`config.mk`:
```
export PLATFORM = sky130hd
export DESIGN_NAME = tfg_ctrl
export DESIGN_NICKNAME = d
export VERILOG_FILES = /design/src/sv/tfg_pkg.sv /design/src/sv/tfg_ctrl.sv
export SDC_FILE = /design/constraint.sdc
export NUM_CORES = 1
export LEC_CHECK = 0
export CAP_MARGIN = 15
export CORE_AREA = 8 8 45 47
export DETAILED_ROUTE_END_ITERATION = 12
export DIE_AREA = 0 0 53 55
export DONT_BUFFER_PORTS = 1
export PLACE_DENSITY = 0.5
export SYNTH_ARGS = -nofsm -noshare
export SYNTH_HDL_FRONTEND = slang
export SYNTH_SLANG_ARGS = --single-unit
```
`constraint.sdc`:
```
create_clock -name clk_i -period 1.05 [get_ports clk_i]
set_input_delay 0.1575 -clock clk_i [delete_from_list [all_inputs] [get_ports clk_i]]
set_output_delay 0.1575 -clock clk_i [all_outputs]
set_load 0.01 [all_outputs]
```
`src/sv/tfg_pkg.sv`:
```
// Package for the TCP flow grouper: sizes, payload structs, codes and
// the controller/datapath command and status structs. No dependencies.
`timescale 1ns / 1ps

package tfg_pkg;

  localparam int MAX_FLOWS    = 64;
  localparam int IDS_PER_FLOW = 256;

  localparam int FLOW_W = $clog2(MAX_FLOWS);
  localparam int USED_W = FLOW_W + 1;
  localparam int ID_W   = $clog2(IDS_PER_FLOW);
  localparam int CNT_W  = ID_W + 1;
  localparam int LIST_AW = FLOW_W + ID_W;

  localparam logic [1:0] ST_OK         = 2'd0;
  localparam logic [1:0] ST_JUNK       = 2'd1;
  localparam logic [1:0] ST_TABLE_FULL = 2'd2;
  localparam logic [1:0] ST_LIST_FULL  = 2'd3;

  localparam logic [2:0] EMIT_JUNK  = 3'd0;
  localparam logic [2:0] EMIT_TFULL = 3'd1;
  localparam logic [2:0] EMIT_LFULL = 3'd2;
  localparam logic [2:0] EMIT_JOIN  = 3'd3;
  localparam logic [2:0] EMIT_OPEN  = 3'd4;

  typedef struct packed {
    logic [31:0] src_address;
    logic [31:0] dst_address;
    logic [15:0] src_port_num;
    logic [15:0] dst_port_num;
    logic [30:0] packet_id;
    logic        is_tcp_ipv4;
  } tfg_in_t;

  typedef struct packed {
    logic [5:0]  flow_index;
    logic [31:0] flow_id;
    logic        opened_flow;
    logic [8:0]  flow_packet_count;
    logic [1:0]  status;
  } tfg_out_t;

  typedef struct packed {
    logic       load;
    logic       key_rd;
    logic       idx_inc;
    logic       pos_load;
    logic       pos_dec;
    logic       list_rd;
    logic       list_shift;
    logic       list_put;
    logic       open;
    logic       emit;
    logic [2:0] emit_kind;
  } tfg_cmd_t;

  typedef struct packed {
    logic junk;
    logic used_zero;
    logic used_full;
    logic idx_last;
    logic hit;
    logic list_full;
    logic pos_one;
    logic greater;
    logic out_busy;
  } tfg_sts_t;

endpackage

```
`src/sv/tfg_ctrl.sv`:
```
// Controller of the TCP flow grouper: sequences search, insertion and
// flow opening. Depends on tfg_pkg.
`timescale 1ns / 1ps

module tfg_ctrl import tfg_pkg::*; (
  input  logic     clk_i,
  input  logic     rst_ni,
  input  logic     in_valid_i,
  output logic     in_ready_o,
  input  tfg_sts_t sts_i,
  output tfg_cmd_t cmd_o
);

  localparam logic [2:0] S_IDLE = 3'd0;
  localparam logic [2:0] S_DISP = 3'd1;
  localparam logic [2:0] S_KRD  = 3'd2;
  localparam logic [2:0] S_KCMP = 3'd3;
  localparam logic [2:0] S_NEW  = 3'd4;
  localparam logic [2:0] S_LRD  = 3'd5;
  localparam logic [2:0] S_LCMP = 3'd6;
  localparam logic [2:0] S_LPUT = 3'd7;

  logic [2:0] state_q, state_d;

  assign in_ready_o = state_q == S_IDLE;

  always_comb begin
    state_d = state_q;
    cmd_o   = '0;
    case (state_q)
      S_IDLE: begin
        if (in_valid_i) begin
          cmd_o.load = 1'b1;
          state_d    = S_DISP;
        end
      end
      S_DISP: begin
        if (sts_i.junk) begin
          if (!sts_i.out_busy) begin
            cmd_o.emit      = 1'b1;
            cmd_o.emit_kind = EMIT_JUNK;
            state_d         = S_IDLE;
          end
        end else if (sts_i.used_zero) begin
          state_d = S_NEW;
        end else begin
          state_d = S_KRD;
        end
      end
      S_KRD: begin
        cmd_o.key_rd = 1'b1;
        state_d      = S_KCMP;
      end
      S_KCMP: begin
        if (sts_i.hit) begin
          if (sts_i.list_full) begin
            if (!sts_i.out_busy) begin
              cmd_o.emit      = 1'b1;
              cmd_o.emit_kind = EMIT_LFULL;
              state_d         = S_IDLE;
            end
          end else begin
            cmd_o.pos_load = 1'b1;
            state_d        = S_LRD;
          end
        end else if (!sts_i.idx_last) begin
          cmd_o.idx_inc = 1'b1;
          state_d       = S_KRD;
        end else if (!sts_i.used_full) begin
          state_d = S_NEW;
        end else if (!sts_i.out_busy) begin
          cmd_o.emit      = 1'b1;
          cmd_o.emit_kind = EMIT_TFULL;
          state_d         = S_IDLE;
        end
      end
      S_NEW: begin
        if (!sts_i.out_busy) begin
          cmd_o.open      = 1'b1;
          cmd_o.emit      = 1'b1;
          cmd_o.emit_kind = EMIT_OPEN;
          state_d         = S_IDLE;
        end
      end
      S_LRD: begin
        cmd_o.list_rd = 1'b1;
        state_d       = S_LCMP;
      end
      S_LCMP: begin
        if (sts_i.greater) begin
          cmd_o.list_shift = 1'b1;
          cmd_o.pos_dec    = 1'b1;
          state_d          = sts_i.pos_one ? S_LPUT : S_LRD;
        end else begin
          state_d = S_LPUT;
        end
      end
      S_LPUT: begin
        if (!sts_i.out_busy) begin
          cmd_o.list_put  = 1'b1;
          cmd_o.emit      = 1'b1;
          cmd_o.emit_kind = EMIT_JOIN;
          state_d         = S_IDLE;
        end
      end
      default: begin
        state_d = S_IDLE;
      end
    endcase
  end

  always_ff @(posedge clk_i or negedge rst_ni) begin
    if (!rst_ni) begin
      state_q <= S_IDLE;
    end else begin
      state_q <= state_d;
    end
  end

endmodule

```
==> out/qor_table.md <==
| Result | Value |
|:---|:---|
| Number of hold violations in the final report | 0 |
| Weighted congestion reported at the end of routability-driven placement | 0.8303 |
| Actual slew at the worst max-slew pin | 0.2646 ns |
| Count of yosys warnings during synthesis | 0 |
| Worst Setup SP | state_q[2] |
| Clock network latency to the later pin of the worst-skew pair | 0.24 ns |
| Cell row count | 14 |
| Initial antenna violation count | 0 |
| Detailed placer's ending HPWL | 1044 um |
| Setup slack after layout | -0.3217 ns |
| H-tree lvl count | 1 |
| Number of failing setup endpoints in the final timing report | 17 |
| Pins over their slew limit | 0 |
| Layout net count | 95 |
| Failing checks | setup timing |
| Routed wire length | 1549 um |
| Core footprint | 0.001384 mm^2 |
| Floorplan die area | 0.002915 mm^2 |
| Status | finished, violations left |
| Leakage power total | 0.2987 nW |
| Minimum clock period after layout | 1.372 ns |
| Worst slew margin relative to its limit | 82.23% |
| Number of flip-flops under the largest register name | 3 |
| Maximum clock frequency | 729.0 MHz |
| Maximum clock insertion buffer count | 2 |
| Total design power | 0.002178 W |
| Die width | 53 um |
| Min-delay worst type | in -> reg |
| Number of register bits inferred by synthesis | 3 |
| I/O pins | 26 |
| Critical-path cell with the highest stage delay | sky130_fd_sc_hd__dfrtp_2 |
| HP Start | sts_i[0] |
| Startpoint of the most critical register-to-register path | state_q[2] |
| Arrival time of the worst setup path | 1.21 ns |
| Starting density of the core | 27.94% |
| Share of the clock period used by the worst path after layout | 130.6% |
| Number of detailed-routing iterations run before antenna repair | 4 |
| R2R Setup Slk | -0.23 ns |
| DRC errors left | 0 |
| RSZ-0062 raised after global routing | true |
| Overflow left after global routing | 0 |
| Inserted Clock Buffers | 3 |
| Synthesized Nets | 70 |
| Pin count of the biggest net entering global routing | 9 |
| Startpoint class of the critical path | flip-flop |
| Max-cap violations | 0 |
| Highest ir drop seen on vdd | 1.550 mV |
| Global-route wire length before repair | 2366 um |
| Setup clock skew after layout | 0.006551 ns |
| Avg Synthesized Cell Area | 6.666 um^2 |
| Biggest registers after layout | state_q: 3 flops |
| Count of antenna diodes in the layout | 0 |
| Worst hold slack | 0.1244 ns |
| Ratio of total power to cell area | 2794 mW/mm^2 |
| Vias | 533 |
| Count of unique library cells instantiated by Yosys | 24 |
| Register ranked first by flip-flop count | state_q |
| TritonCTS clock tree | done |
| Part of the Yosys area used for sequential elements | 19.42% |
| Post-synthesis instance area | 386.6 um^2 |
| Post-CTS clock slew at the launch and capture registers of the worst setup and hold paths | 0.04 ns |
| Required time at the endpoint of the critical path | 0.89 ns |
| Die boundary height | 55 um |
| WS Path Type | reg -> out |
| Proportion of layout cells with a drive suffix above 1 | 68.29% |
| Detail Route Antenna Nets | 0 |
| Clk sinks | 3 |
| All-Layer GR Usage | 10.67% |
| Clock root cell | sky130_fd_sc_hd__clkbuf_4 |
| Drt first-iter violations | 17 |
| Critical Path End Type | output port |
| Highest cell delay on the worst timing path | 0.48 ns |
| Crit path max fanout | 8 |
| Cell-by-cell listing of the critical path | nand3b_1 > o21ai_2 > a21oi_2 > nor2_2 |
| Total of buffers placed on input and output ports | 0 |
| Average wire per cell in the routed design | 15.81 um |
| Vias per cell | 5.439 |
| Number of global-route vias before repair | 515 |
| Synthesized instance count | 58 |
| Area growth from synthesis to layout | 101.6% |
## routing by layer
metal  GRT usage (%)  up-vias  routed length, um
li1                -      257                  -
met1           13.13      249                623
met2           15.63       25                768
met3           5.348        2                152
met4           3.879        0                  4
met5               0        -                  0
## through the flow
stage / cells / worst slack, ns / TNS (ns) / area, um^2 / utilization (%)
3_3_place_gp: 88 / -0.08967 / -0.6201 / 544.3 / 39.33
5_1_grt: 98 / -0.3742 / -4.472 / 779.5 / 56.33
2_1_floorplan: 58 / -0.005871 / -0.01234 / 424.2 / -
4_1_cts: 95 / -0.2933 / -3.548 / 663.1 / 47.92
6_report: 98 / -0.3217 / -3.589 / 779.5 / 56.33
3_5_place_dp: 88 / -0.1073 / -0.7170 / 544.3 / 39.33
## worst max-delay path, delay by kind of cell (launching register included)
kind | cells | cell delay, ns
compound gates | 2 | 0.14
flops | 1 | 0.48
simple gates | 2 | 0.35
## cells in the mapped netlist
| master | count | area (um^2) |
|---|---|---|
| sky130_fd_sc_hd__o211ai_1 | 2 | 15.01 |
| sky130_fd_sc_hd__nor2_1 | 7 | 26.28 |
| sky130_fd_sc_hd__nand2b_1 | 3 | 18.77 |
| sky130_fd_sc_hd__o21ai_0 | 1 | 5.000 |
| sky130_fd_sc_hd__o221ai_2 | 1 | 15.01 |
| sky130_fd_sc_hd__nand3b_1 | 2 | 15.01 |
| sky130_fd_sc_hd__inv_2 | 3 | 11.26 |
| sky130_fd_sc_hd__nor3b_1 | 1 | 7.510 |
| sky130_fd_sc_hd__buf_2 | 1 | 5.000 |
| sky130_fd_sc_hd__nor3_1 | 8 | 40.04 |
| sky130_fd_sc_hd__nor4_1 | 1 | 6.260 |
| sky130_fd_sc_hd__a21oi_1 | 6 | 30.03 |
| sky130_fd_sc_hd__o221ai_1 | 1 | 8.760 |
| sky130_fd_sc_hd__nand2_2 | 1 | 6.260 |
| sky130_fd_sc_hd__a211oi_1 | 1 | 7.510 |
| sky130_fd_sc_hd__o21bai_1 | 1 | 7.510 |
| sky130_fd_sc_hd__o21ai_1 | 2 | 10.01 |
| sky130_fd_sc_hd__dfrtp_1 | 3 | 75.07 |
| sky130_fd_sc_hd__nand2_1 | 5 | 18.77 |
| sky130_fd_sc_hd__inv_1 | 1 | 3.750 |
| sky130_fd_sc_hd__a22oi_2 | 1 | 12.51 |
| sky130_fd_sc_hd__buf_4 | 3 | 22.52 |
| sky130_fd_sc_hd__o22ai_1 | 2 | 12.51 |
| sky130_fd_sc_hd__and2_1 | 1 | 6.260 |
## worst paths after layout
kind                                   end  depth (start not counted)
worst max-delay path              cmd_o[3]                          4
worst min-delay path            state_q[0]                          2
worst max register to register  state_q[2]                          6
worst min register to register  state_q[2]                          2
max in group asynchronous       state_q[0]                          1
min in group asynchronous       state_q[2]                          1
## power by group
group	switching, W	internal [W]	total, W
Combinational	0.000844	0.000819	0.00166
Sequential	0.000116	0.000183	0.000298
Clock	0.0000736	0.000143	0.000217
Total	0.00103	0.00114	0.00218
## cell usage in the layout, fill, tap and decap left out, types with 2 or more instances in the layout
cell and n:
sky130_fd_sc_hd__nand2b_1 3, sky130_fd_sc_hd__nand3b_1 2, sky130_fd_sc_hd__dfrtp_2 3, sky130_fd_sc_hd__o21ai_1 2
sky130_fd_sc_hd__a21oi_2 3, sky130_fd_sc_hd__o211ai_1 2, sky130_fd_sc_hd__nor3_4 2, sky130_fd_sc_hd__clkbuf_4 3
sky130_fd_sc_hd__nand2_2 3, sky130_fd_sc_hd__o22ai_1 2, sky130_fd_sc_hd__nor2_4 3, sky130_fd_sc_hd__buf_6 9
sky130_fd_sc_hd__buf_4 14, sky130_fd_sc_hd__nor2_1 3, sky130_fd_sc_hd__a21oi_1 3, sky130_fd_sc_hd__nor3_2 5
## repair_timing
action / CTS / global route
pin swaps: 8 / 6
hold buffers: 1 / 0
buffers inserted: 2 / 5
endpoints found under the hold margin: 3 / 0
endpoints found under the setup margin: 16 / 17
resized for setup: 21 / 22
## area by class of cell
cell class                 count  area (um^2)
clock buffer                   4        26.28
sequential                     3        78.83
timing repair buffer          24        216.5
tap                           16        20.02
inverter                       4        32.53
fill                         125        604.3
multi-input combinational     47        405.4
## cells by family (layout without fill, tap and decap cells)
kind of cell,count (synthesis),after routing,synth area share (%)
AO/OA/AOI/OAI,18,18,32.04
buffers and inverters,8,32,11.00
flip-flops,3,3,19.42
AND/OR/NAND/NOR,29,29,37.55
Power figures use the tool's default switching activity.
